File: config.mk
export PLATFORM = sky130hd
export DESIGN_NAME = psev_cell
export DESIGN_NICKNAME = d
export VERILOG_FILES = /design/src/psev_pkg.sv /design/src/psev_cell.sv
export SDC_FILE = /design/constraint.sdc
export NUM_CORES = 1
export LEC_CHECK = 0
export ABC_CLOCK_PERIOD_IN_PS = 2300
export BUFFER_PORTS_ARGS = -buffer_cell sky130_fd_sc_hd__buf_2
export CAP_MARGIN = 25
export CORE_MARGIN = 2
export CORE_UTILIZATION = 47
export CTS_BUF_LIST = sky130_fd_sc_hd__clkbuf_8
export CTS_CLUSTER_DIAMETER = 60
export DETAILED_ROUTE_END_ITERATION = 8
export PLACE_DENSITY = 0.95
export SYNTH_ARGS = -nofsm -noshare
export SYNTH_HDL_FRONTEND = slang
export SYNTH_SLANG_ARGS = --single-unit
File: constraint.sdc
create_clock -name clk -period 2.3 [get_ports clk]
set_clock_uncertainty 0.1 [all_clocks]
set_input_delay 0.115 -clock clk [delete_from_list [all_inputs] [get_ports clk]]
set_output_delay 0.115 -clock clk [all_outputs]
set_load 0.005 [all_outputs]
File: src/psev_pkg.sv
// Shared constants and types for the postfix stack evaluator.
package psev_pkg;

	localparam int DATA_W          = 32;
	localparam int FRAC_W          = 16;
	localparam int OP_W            = 3;
	localparam int ST_W            = 3;
	localparam int STACK_DEPTH_DEF = 64;
	localparam int DIVD_W          = DATA_W + FRAC_W;

	// operator codes
	localparam logic [OP_W-1:0] OP_PUSH = 3'd0;
	localparam logic [OP_W-1:0] OP_ADD  = 3'd1;
	localparam logic [OP_W-1:0] OP_SUB  = 3'd2;
	localparam logic [OP_W-1:0] OP_MUL  = 3'd3;
	localparam logic [OP_W-1:0] OP_DIV  = 3'd4;

	// status codes
	localparam logic [ST_W-1:0] ST_OK      = 3'd0;
	localparam logic [ST_W-1:0] ST_DIV0    = 3'd1;
	localparam logic [ST_W-1:0] ST_UNDER   = 3'd2;
	localparam logic [ST_W-1:0] ST_UNKNOWN = 3'd3;
	localparam logic [ST_W-1:0] ST_OVER    = 3'd4;

	typedef enum logic [1:0] {
		CM_HOLD,
		CM_FROM_UP,
		CM_FROM_DOWN
	} cell_mode_t;

	typedef struct packed {
		logic              start;
		logic [DIVD_W-1:0] dividend;
		logic [DATA_W-1:0] divisor;
	} div_req_t;

	typedef struct packed {
		logic              done;
		logic [DIVD_W-1:0] quotient;
	} div_rsp_t;

endpackage

File: src/psev_cell.sv
// One stack cell: holds an entry, loads from the neighbor above or below.
module psev_cell (
	input  logic                          clk,
	input  psev_pkg::cell_mode_t          mode,
	input  logic [psev_pkg::DATA_W-1:0]   up_in,
	input  logic [psev_pkg::DATA_W-1:0]   down_in,
	output logic [psev_pkg::DATA_W-1:0]   value_q
);
	import psev_pkg::*;

	always_ff @(posedge clk) begin
		case (mode)
			CM_FROM_UP:   value_q <= up_in;
			CM_FROM_DOWN: value_q <= down_in;
			default:      value_q <= value_q;
		endcase
	end

endmodule

==> results by group, run 1 <==
Detailed routing
  – Iter 0 DRT Violations: 11
  – DRT Wirelength: 2830 um
  – DRT antenna net count: 0
  – WL/cell: 12.8 um
  – DR DRC count: 0
  – Via density per instance: 4.48
  – DRT Pass-1 Iters: 4
  – DR vias: 990

Global route
  – Tot GR Track Use: 16.2%
  – Largest net degree at the start of global routing: 18
  – Initial antenna violation count: 0
  – GRT overflow: 0
  – First-pass GRT wire length: 4140 um
  – Vias in the first global route: 1025

STA
  – Worst-Margin Slew: 0.299 ns
  – Peak Freq: 0.877 GHz
  – Period utilization: 49.6%
  – Final Hold Fails: 0
  – PnR worst setup slack: 1.16 ns
  – RSZ-0062 raised after global routing: no
  – Final min period: 1.14 ns
  – Final Max Tran Viols: 0
  – Slew Limit Headroom: 80.0%
  – Setup Viol. Count Final: 0
  – Setup TNS: 0 ns

Floorplan
  – Core area: 3080 um^2
  – Die W: 61.0 um
  – IO Pins: 99
  – Initial core utilization: 49.6%
  – Die ar.: 3720 um^2
  – # rows: 20
  – Chip height: 61.0 um

Finish
  – Most flop-heavy register: value_q
  – Syn-to-layout area delta: 40.3%
  – Commonest non-fill, non-tap cell in the layout: buf_2
  – Layout fillers: 240
  – FF/Latch Area: 961 um^2
  – Layout cells sized above 1: 80.2%
  – Diode count: 0
  – Max reg flops: 32
  – Final #Nets: 244
  – Most frequent cells in the layout: buf_2, edfxtp_1, mux2_4
  – Fin util: 69.5%
  – Finished Cell Area: 2140 um^2
  – Area occupied by multi-input gates: 488 um^2
  – Largest regs: value_q x32

CTS
  – CTS tree: built
  – # hold bufs at CTS: 0
  – Clock Path Buffers: 2
  – H-tree levels: 2
  – Setup fix buffers added after clock tree synthesis: 0
  – Clock Root Buffer: clkbuf_8
  – TritonCTS Buffers: 5
  – Clk sinks: 32
  – Clock slew at reported path FFs: 0.06 ns
  – Cts repair resizes: 0

Run
  – Max_cap viols: 0

Setup path
  – Crit. End Element: flip-flop
  – Worst Path Arrival: 1.07 ns
  – Crit-path max FO: 17
  – Worst Setup SP: mode[0]
  – Critical Path End: value_q[9]
  – Worst EP required: 2.23 ns
  – WS Path Type: input pin to flip-flop
  – Crit start category: input pin

Power and ir drop
  – Pwr per Cell Area: 718 nW/um^2
  – Peak VDD IR: 0.385 mV
  – Pwr Total: 1.54 mW
  – Static Leak: 1.03 nW

Logic synthesis
  – Mapped cell area: 1530 um^2
  – Syn Nets: 139
  – Mean Syn Cell Area: 21.5 um^2
  – Yosys warning count: 0
  – Sequential share of the synthesized area: 63.0%
  – Distinct cells, synth: 7
  – Synth Register Bits: 32
  – Cells after synthesis: 71

Worst hold path
  – Hold Crit Class: input pin to flip-flop

Place
  – Detail Placement HPWL: 2330 um
  – Routability cong.: 0.750
  – Dpl cell area: 2030 um^2
  – Post-place setup slack: 0.861 ns
  – Port Buffer Count: 98

Outcome
  – Status: completed
==> layout make-up <==
type / count / share of cell area [%]
flip-flops and latches: 32 / 44.9
repair buffers: 102 / 24.3
multi-input cells: 33 / 22.8
clock buffers: 5 / 3.22
well taps: 44 / 2.57
clock inverters: 3 / 1.81
inverters: 2 / 0.351
==> per-stage QoR <==
step / hold slack [ns] / instances
floorplan: 0.232 / 71
global placement: 0.315 / 213
detailed placement: 0.319 / 213
CTS: 0.0262 / 221
global route: 0.0224 / 221
finish: 0.0372 / 221
==> critical path: stages <==
cell    delay, ns
buf_2        0.09
inv_1        0.05
ha_2         0.17
buf_4        0.30
mux2_4       0.34
==> cells in the mapped netlist, drive strengths merged <==
library cell	n	area, um^2
edfxtp	32	961
buf	4	71.3
ha	1	12.5
inv	2	7.51
mux2	32	473
==> cell families (layout without fill, tap and decap cells) <==
family	count (synthesis)	in the layout	share of synthesized area, %
buffers and inverters	6	112	5.17
muxes	32	32	31.0
DFF	32	32	63.0
adders and majority gates	1	1	0.820
==> power by group <==
part	internal (mW)	leakage, nW	switching [mW]
registers	0.742	0.313	0.0187
clock network	0.316	0.0593	0.192
logic	0.162	0.654	0.105
==> worst min-delay path by stage <==
stage / from / end / slack (ns) / cells past startpoint
floorplan: down_in[0] / value_q[0] / 0.23 / 1
global placement: down_in[28] / value_q[28] / 0.32 / 2
finish: down_in[10] / value_q[10] / 0.04 / 2
global route: down_in[12] / value_q[12] / 0.02 / 2
CTS: down_in[16] / value_q[16] / 0.03 / 2
detailed placement: up_in[29] / value_q[29] / 0.32 / 2
==> per-layer routing <==
metal / GRT usage (%) / vias up / part of all wire (%) / wire length [um]
li1: - / 481 / - / -
met1: 13.4 / 447 / 32 / 902
met2: 30.6 / 55 / 55 / 1550
met3: 8.53 / 7 / 11 / 314
met4: 8.07 / 0 / 2.1 / 59
met5: 0 / - / 0 / 0
(Power assumes the default switching activity.)
==> inputs of run 2 (changes only) <==
Settings changed: ABC_AREA set to 1, ABC_CLOCK_PERIOD_IN_PS 2300 to 1100, CORE_UTILIZATION 47 to 43, PLACE_DENSITY 0.95 to 0.91.
Clock period 2.3 ns to 1.1 ns, I/O delays scaled along.
==> run 2 against run 1 <==
  * First-iteration DRC count grew to 6.8 times the previous value
  * Worst hold slack gained 0.31 ns
  * Via count grew 63%
  * Critical endpoint is now value_q[27]
  * Clock-buffer cell count is the same
  * Routed wire length grew 77%
  * Global-route usage grew 11 points
  * Setup slack lost 1.0 ns
  * Non-clock buffer count grew 63
==> results by group, run 2 <==
Outcome
  – Status: completed

Logic synthesis
  – Yosys warning count: 0 (unchanged)
  – Count leader, synth: nand2_1
  – Ys async rst share: 0% (unchanged)
  – Synth Register Bits: 32 (unchanged)
  – Mapped cell area: 1470 um^2 (-3.4%)
  – Number of synthesized flops with an enable pin: 32 (unchanged)
  – Largest family of logic cells by synthesized area: simple AND/OR/NAND/NOR gates
  – XOR/XNOR share of the synthesized area: 0% (unchanged)
  – Post-synthesis mux area share: 0% (-31 points)
  – Cells after synthesis: 139 (+96%)
  – Simple-gate portion of the synthesized area: 26.2% (+26 points)
  – Sequential share of the synthesized area: 65.3% (+2.2 points)
  – Synth top area share: 65.3% (+2.2 points)
  – Post-Synth Adder-Cell Area: 0.850% (+0.029 points)
  – Synth cell count leaders: nand2_1, edfxtp_1, nand2_2
  – Compound-Gate Fraction of Synth Area: 0% (unchanged)
  – Top cells by area, synth: edfxtp_1, nand2_1, nand2_2
  – Distinct cells, synth: 9 (+2)
  – Primary FF master, synth: edfxtp_1
  – Mean Syn Cell Area: 10.6 um^2 (-51%)
  – Syn Nets: 207 (+49%)
  – Synth area leader: edfxtp_1

CTS
  – Clock slew at reported path FFs: 0.06 ns (about the same)
  – TritonCTS Buffers: 5 (unchanged)
  – Clock Root Buffer: clkbuf_8
  – Clock Path Buffers: 2 (unchanged)
  – Clk sinks: 32 (unchanged)
  – Setup fix buffers added after clock tree synthesis: 0 (unchanged)
  – H-tree levels: 2 (unchanged)
  – CTS tree: built

Power and ir drop
  – Peak VDD IR: 0.908 mV (+140%)
  – Switching portion of total power: 24.2% (+3.7 points)
  – Pwr per Cell Area: 1160 nW/um^2 (+62%)
  – Static Leak: 1.34 nW (+30%)
  – Switching power: 768 uW (+140%)
  – Cell-internal power: 2.40 mW (+97%)
  – Combinational share of power: 23.8% (+6.4 points)
  – Sequential share of power: 50.5% (+1.0 points)
  – Clock power frac: 25.7% (-7.4 points)

Place
  – Post-place setup slack: -0.0301 ns (-0.892 ns)
  – Routability cong.: 0.677 (-9.7%)
  – Port Buffer Count: 98 (unchanged)
  – Detail Placement HPWL: 2400 um (+3.2%)
  – Number of instances in the placed design: 279 (+31%)

Finish
  – Diode count: 0 (unchanged)
  – Syn-to-layout area delta: 85.4%
  – Final #Nets: 372 (+52%)
  – Layout cells sized above 1: 39.3% (-41 points)
  – Layout fillers: 190 (-21%)
  – Area occupied by multi-input gates: 410 um^2 (-16%)
  – Fin util: 82.5% (+13 points)
  – Commonest non-fill, non-tap cell in the layout: buf_2
  – Largest regs: value_q x32
  – Most frequent cells in the layout: buf_2, nand2_1, dlygate4sd3_1
  – Most flop-heavy register: value_q
  – Max reg flops: 32 (unchanged)
  – Final cell count without fillers: 351 (+59%)
  – FF/Latch Area: 961 um^2 (unchanged)

Floorplan
  – Chip height: 62.5 um (+2.6%)
  – Initial core utilization: 44.5% (-5.1 points)
  – Core area: 3310 um^2 (+7.6%)
  – Die W: 62.5 um (+2.6%)
  – IO Pins: 99 (unchanged)
  – # rows: 21 (+5.0%)
  – Die ar.: 3910 um^2 (+5.2%)

Detailed routing
  – Via density per instance: 4.59 (+2.5%)
  – DRT antenna net count: 0 (unchanged)
  – DRT Wirelength: 5000 um (+77%)
  – DRT Pass-1 Iters: 4 (unchanged)
  – DR vias: 1611 (+63%)
  – WL/cell: 14.2 um (+11%)
  – Iter 0 DRT Violations: 75 (+64)
  – DR DRC count: 0 (unchanged)

Setup path
  – WP depth: 1 (-4)
  – Cell Chain, Critical Path: buf_2
  – Crit. End Element: output pin
  – Critical Path End: value_q[27]
  – Worst Path Arrival: 0.81 ns (-0.26 ns)
  – Crit-path max FO: 1 (-16)
  – CP top delay family: flip-flops
  – Worst EP required: 0.94 ns (-1.29 ns)
  – Crit start category: flip-flop
  – Crit-path max cell delay: 0.39 ns (+0.05 ns)
  – WS Path Type: flip-flop to output pin
  – Worst Path Buf+Inv: 1 (-2)
  – Worst Setup SP: value_q[27]
  – Crit path max-delay cell type: edfxtp_1

Global route
  – Tot GR Track Use: 27.1% (+11 points)
  – Largest net degree at the start of global routing: 33 (+15)
  – Vias in the first global route: 1746 (+70%)
  – First-pass GRT wire length: 7800 um (+88%)
  – GRT overflow: 0 (unchanged)
  – Initial antenna violation count: 0 (unchanged)

Run
  – Max_cap viols: 0 (unchanged)

STA
  – Final min period: 0.962 ns
  – Final Max Tran Viols: 0 (unchanged)
  – RSZ-0062 raised after global routing: no
  – Worst-Margin Slew: 0.210 ns (-0.0898 ns)
  – Peak Freq: 1.04 GHz
  – Final Hold Fails: 0 (unchanged)
  – Minimum hold slack: 0.347 ns (+0.310 ns)
  – Period utilization: 87.4%
  – Slew Limit Headroom: 86.0% (+6.0 points)
  – PnR worst setup slack: 0.138 ns (-1.02 ns)
  – Setup TNS: 0 ns (unchanged)
  – Setup Viol. Count Final: 0 (unchanged)

Worst hold path
  – Hold Crit Class: input pin to flip-flop
[run 2: cell count changes in the layout (fill, tap and decap cells not counted), moves of 2 or more]
cell	delta
buf_4	-4
mux2_4	-30
nand2_1	+86
buf_12	+3
inv_8	+2
mux2_2	-2
dlygate4sd3_1	+64
nand2_2	+10
[run 2: cell families after synthesis]
family,after synthesis
buf+inv,10
simple gates,96
fa+ha+maj,1
flops,32
[run 2: how the worst min path moves through the flow]
stage	from	to	slack, ns	cells past startpoint
5_1_grt	mode[1]	value_q[27]	0.37	4
3_3_place_gp	up_in[22]	value_q[22]	0.22	3
6_report	mode[1]	value_q[5]	0.35	5
2_1_floorplan	up_in[0]	value_q[0]	0.13	2
3_5_place_dp	up_in[31]	value_q[31]	0.22	3
4_1_cts	mode[1]	value_q[2]	0.34	5
[run 2: worst min-delay path, cell delays in order]
cell     delay, ns
buf_2         0.10
ha_4          0.20
buf_12        0.15
nand2_1       0.05
nand2_1       0.05
[run 2: stage by stage]
stage / power, mW / cell area (um^2)
after floorplan: 1.85 / 1500
after CTS: 3.14 / 2730
after global routing: 3.32 / 2730
final: 3.17 / 2730
after global placement: 2.15 / 2010
after detailed placement: 2.18 / 2010
[run 2: power by group through the flow]
stage	sequential, mW	clock, mW	combinational, mW
5_1_grt	1.61	0.888	0.817
4_1_cts	1.60	0.813	0.728
3_5_place_dp	1.62	0	0.556
6_report	1.60	0.814	0.755
2_1_floorplan	1.65	0	0.194
3_3_place_gp	1.61	0	0.539
[run 2: layout make-up]
cell class	count	area share, %
Timing Repair Buffer	165	43.6
Sequential cell	32	35.2
Multi-Input combinational cell	97	15.0
Clock buffer	5	2.52
Tap cell	46	2.11
Inverter	3	1.10
Clock inverter	3	0.412
[run 2: what timing repair did]
item / 4_1_cts / 5_1_grt
hold buffers: 64 / 0
resized for setup: 0 / 0
endpoints found under the setup margin: 0 / 0
hold endpoints to repair: 32 / 0
[run 2: metal layers]
layer | vias to the layer above | wire length (um) | global-route usage [%]
met5 | - | 0 | 0
met4 | 0 | 287 | 16.7
met3 | 26 | 295 | 7.93
met2 | 88 | 2920 | 54.3
met1 | 722 | 1490 | 22.5
li1 | 775 | - | -
