<file path="src/psev_pkg.sv">
// Shared constants and types for the postfix stack evaluator.
package psev_pkg;

	localparam int DATA_W          = 32;
	localparam int FRAC_W          = 16;
	localparam int OP_W            = 3;
	localparam int ST_W            = 3;
	localparam int STACK_DEPTH_DEF = 64;
	localparam int DIVD_W          = DATA_W + FRAC_W;

	// operator codes
	localparam logic [OP_W-1:0] OP_PUSH = 3'd0;
	localparam logic [OP_W-1:0] OP_ADD  = 3'd1;
	localparam logic [OP_W-1:0] OP_SUB  = 3'd2;
	localparam logic [OP_W-1:0] OP_MUL  = 3'd3;
	localparam logic [OP_W-1:0] OP_DIV  = 3'd4;

	// status codes
	localparam logic [ST_W-1:0] ST_OK      = 3'd0;
	localparam logic [ST_W-1:0] ST_DIV0    = 3'd1;
	localparam logic [ST_W-1:0] ST_UNDER   = 3'd2;
	localparam logic [ST_W-1:0] ST_UNKNOWN = 3'd3;
	localparam logic [ST_W-1:0] ST_OVER    = 3'd4;

	typedef enum logic [1:0] {
		CM_HOLD,
		CM_FROM_UP,
		CM_FROM_DOWN
	} cell_mode_t;

	typedef struct packed {
		logic              start;
		logic [DIVD_W-1:0] dividend;
		logic [DATA_W-1:0] divisor;
	} div_req_t;

	typedef struct packed {
		logic              done;
		logic [DIVD_W-1:0] quotient;
	} div_rsp_t;

endpackage

</file>
<file path="src/psev_div.sv">
// Restoring divider on magnitudes, one quotient bit per cycle.
module psev_div (
	input  logic                clk,
	input  logic                arst_n,
	input  psev_pkg::div_req_t  req,
	output psev_pkg::div_rsp_t  rsp
);
	import psev_pkg::*;

	localparam int CNT_W = $clog2(DIVD_W + 1);

	logic              busy_q;
	logic              done_q;
	logic [CNT_W-1:0]  cnt_q;
	logic [DATA_W-1:0] rem_q;
	logic [DATA_W-1:0] den_q;
	logic [DIVD_W-1:0] quo_q;
	logic [DATA_W:0]   trial;

	// remainder stays below the divisor, so shifted it fits DATA_W+1 bits
	assign trial = {rem_q, quo_q[DIVD_W-1]} - {1'b0, den_q};

	always_ff @(posedge clk or negedge arst_n) begin
		if (!arst_n) begin
			busy_q <= 1'b0;
			done_q <= 1'b0;
			cnt_q  <= '0;
		end else if (req.start) begin
			busy_q <= 1'b1;
			done_q <= 1'b0;
			cnt_q  <= '0;
		end else if (busy_q) begin
			cnt_q <= cnt_q + CNT_W'(1);
			if (cnt_q == CNT_W'(DIVD_W - 1)) begin
				busy_q <= 1'b0;
				done_q <= 1'b1;
			end
		end else begin
			done_q <= 1'b0;
		end
	end

	always_ff @(posedge clk) begin
		if (req.start) begin
			rem_q <= '0;
			den_q <= req.divisor;
			quo_q <= req.dividend;
		end else if (busy_q) begin
			if (!trial[DATA_W]) begin
				rem_q <= trial[DATA_W-1:0];
				quo_q <= {quo_q[DIVD_W-2:0], 1'b1};
			end else begin
				rem_q <= {rem_q[DATA_W-2:0], quo_q[DIVD_W-1]};
				quo_q <= {quo_q[DIVD_W-2:0], 1'b0};
			end
		end
	end

	assign rsp.done     = done_q;
	assign rsp.quotient = quo_q;

endmodule

</file>
<file path="config.mk">
export PLATFORM = sky130hd
export DESIGN_NAME = psev_div
export DESIGN_NICKNAME = d
export VERILOG_FILES = /design/src/psev_pkg.sv /design/src/psev_div.sv
export SDC_FILE = /design/constraint.sdc
export NUM_CORES = 1
export LEC_CHECK = 0
export ABC_AREA = 1
export BUFFER_PORTS_ARGS = -buffer_cell sky130_fd_sc_hd__buf_2
export CAP_MARGIN = 20
export CORE_ASPECT_RATIO = 0.9
export CORE_MARGIN = 1
export CORE_UTILIZATION = 53
export CTS_BUF_LIST = sky130_fd_sc_hd__clkbuf_2
export DETAILED_ROUTE_END_ITERATION = 7
export GPL_TIMING_DRIVEN = 0
export PLACE_DENSITY_LB_ADDON = 0.1
export SLEW_MARGIN = 20
export SYNTH_ARGS = -nofsm -noshare
export SYNTH_HDL_FRONTEND = slang
export SYNTH_SLANG_ARGS = --single-unit
</file>
<file path="constraint.sdc">
create_clock -name clk -period 2 [get_ports clk]
set_input_delay 0.2 -clock clk [delete_from_list [all_inputs] [get_ports clk]]
set_output_delay 0.2 -clock clk [all_outputs]
set_load 0.005 [all_outputs]
</file>
==> results of run 1 <==
what timing repair did:
| action | 4_1_cts | 5_1_grt |
|---|---|---|
| hold buffers | 82 | 0 |
| resized for setup | 35 | 63 |
| cloned | 4 | 2 |
| pin swaps | 7 | 23 |
| buffers inserted | 8 | 6 |
| hold endpoints to repair | 88 | 0 |
| setup endpoints to repair | 81 | 33 |
placed cells by master, fill, tap and decap left out, types with 2 or more instances in the layout:
cell type      instances
inv_6                  6
xnor2_1               12
and2_1                 4
nor3_2                 3
edfxtp_1              80
nand2_8                3
buf_2                134
clkbuf_2              17
nand3_1               44
clkinvlp_4             6
o21ai_1                5
bufinv_16              2
ha_1                  27
inv_2                  3
xor2_1                 3
nor2_1                44
nand2_4               13
a21oi_1               19
o21ai_0                4
nor3_1                 7
clkbuf_16              2
nand2_2               25
inv_1                208
buf_8                  5
nor2_4                 2
nand2_1              486
clkbuf_1              13
inv_8                  4
ha_4                   3
nand3_2               16
dfxtp_1               32
buf_12                 2
nor2_2                 7
ha_2                   3
dlygate4sd3_1         82
dfrtp_1                8
nand4_1                5
buf_4                 12
per-layer routing:
layer | vias up | GRT usage
met1 | 3386 | 0.3880
met5 | - | 0
met3 | 20 | 0.06694
li1 | 3848 | -
met2 | 227 | 0.4523
met4 | 0 | 0.07059
final cells by class:
type | count | share of cell area
multi-input combinational | 749 | 0.3719
sequential | 120 | 0.3174
timing repair buffer | 230 | 0.1652
inverter | 213 | 0.07861
tap | 193 | 0.02363
clock inverter | 15 | 0.01775
buffer | 23 | 0.01506
clock buffer | 17 | 0.008326
timing repair inverter | 3 | 0.002204
through the flow:
stage	worst slack [ps]	TNS (ps)	utilization
after floorplan	-157.8	-3111	-
after global placement	-1055	-79270	0.6085
after detailed placement	-1046	-81010	0.6085
after CTS	-319.4	-9141	0.7059
after global routing	-485.8	-14530	0.7297
final	-322.6	-8971	0.7297
power breakdown:
group | switching (uW) | leakage, uW | internal, uW
registers | 79.4 | 0.00120 | 2820
logic | 555 | 0.00420 | 465
clock network | 1140 | 0.000155 | 635
cells by family after synthesis:
logic type | after synthesis | share of synthesized area
compound gates | 35 | 0.02450
buf+inv | 236 | 0.1223
flops | 120 | 0.4262
fa+ha+maj | 34 | 0.05689
simple gates | 665 | 0.3528
xor+xnor | 15 | 0.01726
worst register-to-register path, delay by kind of cell, from the launching register on:
kind	cells	cell delay (ps)
buffers and inverters	3	350
DFF	1	390
adders and majority gates	2	530
and+or+nand+nor	13	970
registers in the layout (all words and copies together) (netlist names):
| signal | cells |
|---|---|
| quo_q | 48 |
| rem_q | 32 |
| busy_q | 1 |
| den_q | 32 |
| cnt_q | 6 |
| done_q | 1 |
worst max path at each step:
stage	startpoint	slack [ps]	endpoint	depth (start not counted)
after detailed placement	req[80]	-1050	quo_q[29]$_DFFE_PP_	5
after global placement	req[80]	-1060	quo_q[29]$_DFFE_PP_	5
after CTS	den_q[0]$_DFFE_PP_	-320	rem_q[23]$_SDFFE_PP0P_	17
after floorplan	quo_q[47]$_DFFE_PP_	-160	quo_q[0]$_DFFE_PP_	16
after global routing	den_q[25]$_DFFE_PP_	-490	rem_q[20]$_SDFFE_PP0P_	15
final	quo_q[47]$_DFFE_PP_	-320	rem_q[8]$_SDFFE_PP0P_	18
==> reports/results.ini, run 1 <==
[worst_hold_path]
min_to=den_q[14]$_DFFE_PP_
hold_depth=1
hold_start=req[80]
hold_class=input pin to register

[floorplan]
fp.dieH_um=115.7
start_util=0.5434
placementRows=41
core-area_mm2=0.01400
die_w_um=128.3
num_io_pins=132
die-area_mm2=0.01484

[yosys]
synth_top_area_frac=0.3157
synth_cell_type_count=35
synth-edff-count=80
synth_most_common_cell=nand2_1
syn-instance-count=1105
synth-main-ff-cell=edfxtp_1
synth-seq-cells=120
yosys-top-cells-count=516 x nand2_1, 210 x inv_1, 80 x edfxtp_1
synthTopCellsByArea=edfxtp_1 32%, nand2_1 25%, inv_1 10%
syn_area_mm2=0.007610
ys_warn_count=0
yosys.area.top_type=edfxtp_1
async_reset_ff_frac=0.06667
synth.avg_cell_area_um2=6.887
seq_area_frac_synth=0.4262
synth_nets=1222

[power_and_ir_drop]
powerDensity_mw_per_mm2=557.7
power.total_uw=5699
irDropWorstVdd_mv=0.7063
cellLeakagePower_uw=0.005558

[clocking]
cts_tree=built
cts.sinks=120
clk_pin_slew_ps=240
cts_buffer_depth=2
clock_tree.root_cell=clkbuf_2
htree_levels=4
cts_buffers=17
clk_latency_ps=730

[drt]
wl_met3_um=1597
drc=0
wl_per_cell_um=13.52
vias=7481
met1Wirelength_um=9542
postRouteAntennaNets=0
drt_iter0_markers=594
highest_layer=met4
drtPass1Iterations=5
viasPerCell=4.786
wl_met2_um=9755
wirelength_um=21140

[setup_path]
crit_top_cell=nand2_2
critPathMaxStageDelay_ps=390
crit_buf_inv=3
cpMaxStageDelayCell=edfxtp_1
r2r_start=quo_q[47]$_DFFE_PP_
r2r_slack_ps=-320
worstReg2RegEnd=rem_q[8]$_SDFFE_PP0P_
cp_data_arrival_time_ps=2940
worstPathMaxFanout=6
path_class=register to register
critPathLaunchType=register
worst_setup_path_end_kind=register
cpLargestDelayFamily=simple AND/OR/NAND/NOR gates
rr_worst_depth=18
cp.required_ps=2620
path_cells=inv_1 -> ha_4 -> fa_2 -> inv_2 -> nand2_2 -> nand2_2 -> nand3_2 -> nand2_2 -> nand2_2 -> nand2_4 -> nand2_4 -> nand2_4 -> nand2_8 -> nand2_8 -> clkbuf_16 -> nand2_1 -> nand3_1 -> nand2_1

[timing]
hold_ws_ps=126.6
skew_ps=35.50
rsz0062_at_grt=true
fmax_mhz=430.6
slew_violations=0
hold_viol=0
setup_viol=33
slew_headroom=0.4442
worst_pin_slew_ps=833.7
period_needed_ps=2323
period_share=1.161
layout_setup_ws_ps=-322.6

[global_routing]
grt_pass1_vias=6662
track_usage=0.2830
grt.overflow.total=0
grt_max_degree=34
grt_pass1_wl_um=31950
antenna_found_initial=0

[flow_run]
maxCapViolCount=0

[cells_and_area]
seqCellArea_mm2=0.003243
final_area_mm2=0.01022
multi_input_area_mm2=0.003800
fillers=1127
layout.nets=1474
layout-drive-gt1-share=0.2036
layout.cells.non_filler=1563
antenna_cells=0
syn_to_final_growth_pct=34.28

[place]
dp_hpwl_um=13800
dpl_cell_area_mm2=0.008522
port_buffers=131
place.gp.congestion=0.9815
dp_cells=1429

[outcome]
failed_checks=setup timing
status=finished, violations left

Power figures use the tool's default switching activity.
==> inputs of run 2 (changes only) <==
- CTS_BUF_LIST: sky130_fd_sc_hd__clkbuf_2 -> sky130_fd_sc_hd__clkbuf_4
- HOLD_SLACK_MARGIN: unset -> 0.15
- SLEW_MARGIN: 20 -> unset
==> run 2 against run 1 <==
Effect of this change:
- the flow still finishes with violations (setup timing)
- core utilization rose by 0.53 points
- die area is the same
- worst hold slack better by 95 ps
- first-iteration DRC count increased by 8.6%
- cell area up 0.72%
==> reports/results.ini, run 2 (synthesis results as in run 1) <==
[outcome]
status=finished, violations left
failed_checks=setup timing

[setup_path]
cpMaxStageDelayCell=edfxtp_1
worst_setup_path_end_kind=register
crit_top_cell=nand2_2
cp.required_ps=2480  ; -140 ps
critPathLaunchType=register
path_cells=inv_2 -> ha_2 -> fa_2 -> inv_2 -> nand2_2 -> nand2_2 -> nand3_2 -> nand2_2 -> nand2_2 -> nand2_4 -> nand2_4 -> nand2_4 -> nand2_8 -> nand2_8 -> clkbuf_16 -> nand2_2 -> nand3_1 -> nand2_1
critPathMaxStageDelay_ps=380  ; about the same
path_class=register to register
worstPathMaxFanout=7  ; +1
cp_data_arrival_time_ps=2760  ; -180 ps

[cells_and_area]
fillers=1126  ; -0.089%
layout.nets=1475  ; +0.068%
syn_to_final_growth_pct=35.25
top_register=quo_q
layout-drive-gt1-share=0.2093  ; +0.005687
utilization=0.7349  ; +0.005272
final_common_cell=nand2_1
final_area_mm2=0.01029  ; +0.72%
largest_reg_flops=48  ; unchanged
reg_top3=quo_q: 48 flops, den_q: 32 flops, rem_q: 32 flops
final_cell_mix=483 x nand2_1, 207 x inv_1, 133 x buf_2, 82 x dlygate4sd3_1, 80 x edfxtp_1

[timing]
fmax_mhz=438.9  ; +1.9%
slew_violations=0  ; unchanged
setup_viol=33  ; unchanged
slew_headroom=0.5609  ; +0.1167
period_share=1.139  ; -0.02194
layout_setup_ws_ps=-278.7  ; +43.89 ps
rsz0062_at_grt=true
worst_pin_slew_ps=658.7  ; -175.0 ps
hold_viol=0  ; unchanged
period_needed_ps=2279  ; -43.89 ps
skew_ps=22.35  ; -13.15 ps

[clocking]
cts_buffers=17  ; unchanged
cts_tree=built
cts.sinks=120  ; unchanged
htree_levels=4  ; unchanged
cts_buffer_depth=2  ; unchanged
clk_pin_slew_ps=140  ; -100 ps
clk_latency_ps=590  ; -140 ps
clock_tree.root_cell=clkbuf_4

[power_and_ir_drop]
seqPwrFrac=0.493  ; -0.017
powerDensity_mw_per_mm2=571.4  ; +2.5%
cellLeakagePower_uw=0.005565  ; +0.12%
switching_share=0.3045  ; -0.006819
pwr-share-clk=0.331  ; +0.020
intPower_uw=4090  ; +4.2%
irDropWorstVdd_mv=0.7375  ; +4.4%
p_comb_frac=0.176  ; -0.003
power_switching_uw=1791  ; +0.94%

[global_routing]
antenna_found_initial=1  ; +1
track_usage=0.2848  ; +0.001846
grt_pass1_wl_um=31970  ; about the same
grt_pass1_vias=6676  ; +0.21%
grt.overflow.total=0  ; unchanged
grt_max_degree=34  ; unchanged

[drt]
drtPass1Iterations=7  ; +2
wirelength_um=21400  ; +1.3%
wl_per_cell_um=13.67  ; +1.1%
postRouteAntennaNets=0  ; unchanged
vias=7546  ; +0.87%
drt_iter0_markers=645  ; +8.6%
viasPerCell=4.822  ; +0.74%
drc=0  ; unchanged

[floorplan]
die-area_mm2=0.01484  ; unchanged
core-area_mm2=0.01400  ; unchanged
fp.dieH_um=115.7  ; unchanged
placementRows=41  ; unchanged
num_io_pins=132  ; unchanged
start_util=0.5434  ; unchanged
die_w_um=128.3  ; unchanged

[flow_run]
maxCapViolCount=0  ; unchanged

[place]
place.gp.congestion=0.9815  ; unchanged
dp_hpwl_um=13800  ; unchanged
dpl_cell_area_mm2=0.008522  ; unchanged
port_buffers=131  ; unchanged
pre_cts_ws_ps=-1046  ; unchanged

[worst_hold_path]
hold_class=input pin to register

## run 2: changes by cell type in the layout (fill, tap and decap cells not counted), moves of 2 or more
cell      previous run  this run
ha_2                 3         6
o21ai_1              5         2
buf_4               12        14
o21ai_0              4         7
ha_1                27        22
nand2_4             13        15
nor2_2               7         5
nand2_1            486       483
ha_4                 3         5
clkbuf_2            17         0
clkbuf_4             1        19
buf_12               2         0
## run 2: final timing paths
check | start | to | slack (ps) | cells past startpoint
setup / recovery | quo_q[47]$_DFFE_PP_ | rem_q[8]$_SDFFE_PP0P_ | -280 | 18
hold / removal | req[80] | den_q[14]$_DFFE_PP_ | 220 | 1
setup reg to reg | quo_q[47]$_DFFE_PP_ | rem_q[8]$_SDFFE_PP0P_ | -280 | 18
hold reg to reg | rem_q[22]$_SDFFE_PP0P_ | rem_q[22]$_SDFFE_PP0P_ | 480 | 2
max in group asynchronous | arst_n | cnt_q[0]$_DFFE_PN0P_ | 1080 | 3
min in group asynchronous | arst_n | cnt_q[5]$_DFFE_PN0P_ | 620 | 3
## run 2: repair_timing
item                                    in CTS  in global routing
gates resized for setup                     31                 75
endpoints found under the setup margin      81                 42
hold endpoints to repair                    88                  0
cloned                                       4                  2
pin swaps                                    8                 25
setup buffers                                8                  7
hold buffers                                82                  0
## run 2: metrics by stage
step                      hold slack [ps]  instances  total power (uW)  TNS, ps
after CTS                           248.1       1555              5818    -8571
after global placement              52.55       1429              3716   -79270
after global routing                229.2       1565              6146   -11790
after floorplan                    -95.59       1105              3420    -3111
final                               221.2       1565              5881    -7742
after detailed placement            58.50       1429              3731   -81010
## run 2: area by class of cell
cell class	instances	area, um^2	area share
Clock inverter	15	181.4	0.01763
Tap cell	193	241.5	0.02346
Buffer	23	153.9	0.01495
Multi-Input combinational cell	749	3840	0.3731
Timing Repair inverter	3	22.52	0.002188
Antenna cell	1	2.502	0.0002431
Timing Repair Buffer	231	1677	0.1629
Clock buffer	17	127.6	0.01240
Sequential cell	120	3243	0.3151
Inverter	213	803.3	0.07804
## run 2: power groups by stage
stage | Clock [uW] | Combinational (uW) | Sequential (uW)
detailed placement | 0 | 780 | 2950
floorplan | 0 | 468 | 2950
finish | 1950 | 1040 | 2900
global route | 2080 | 1150 | 2920
global placement | 0 | 769 | 2950
CTS | 1980 | 939 | 2900
## run 2: worst max-delay path, delay by kind of cell (launching register included)
kind                     cells  cell delay [ps]
buffers and inverters        3              300
flip-flops                   1              380
AND/OR/NAND/NOR             13              950
adder cells (fa/ha/maj)      2              540
## run 2: layer usage
layer	track usage	wire, um	vias up
met4	0.07216	312	0
met5	0	0	-
li1	-	-	3855
met1	0.3878	9697	3439
met3	0.06741	1396	25
met2	0.4580	9994	227
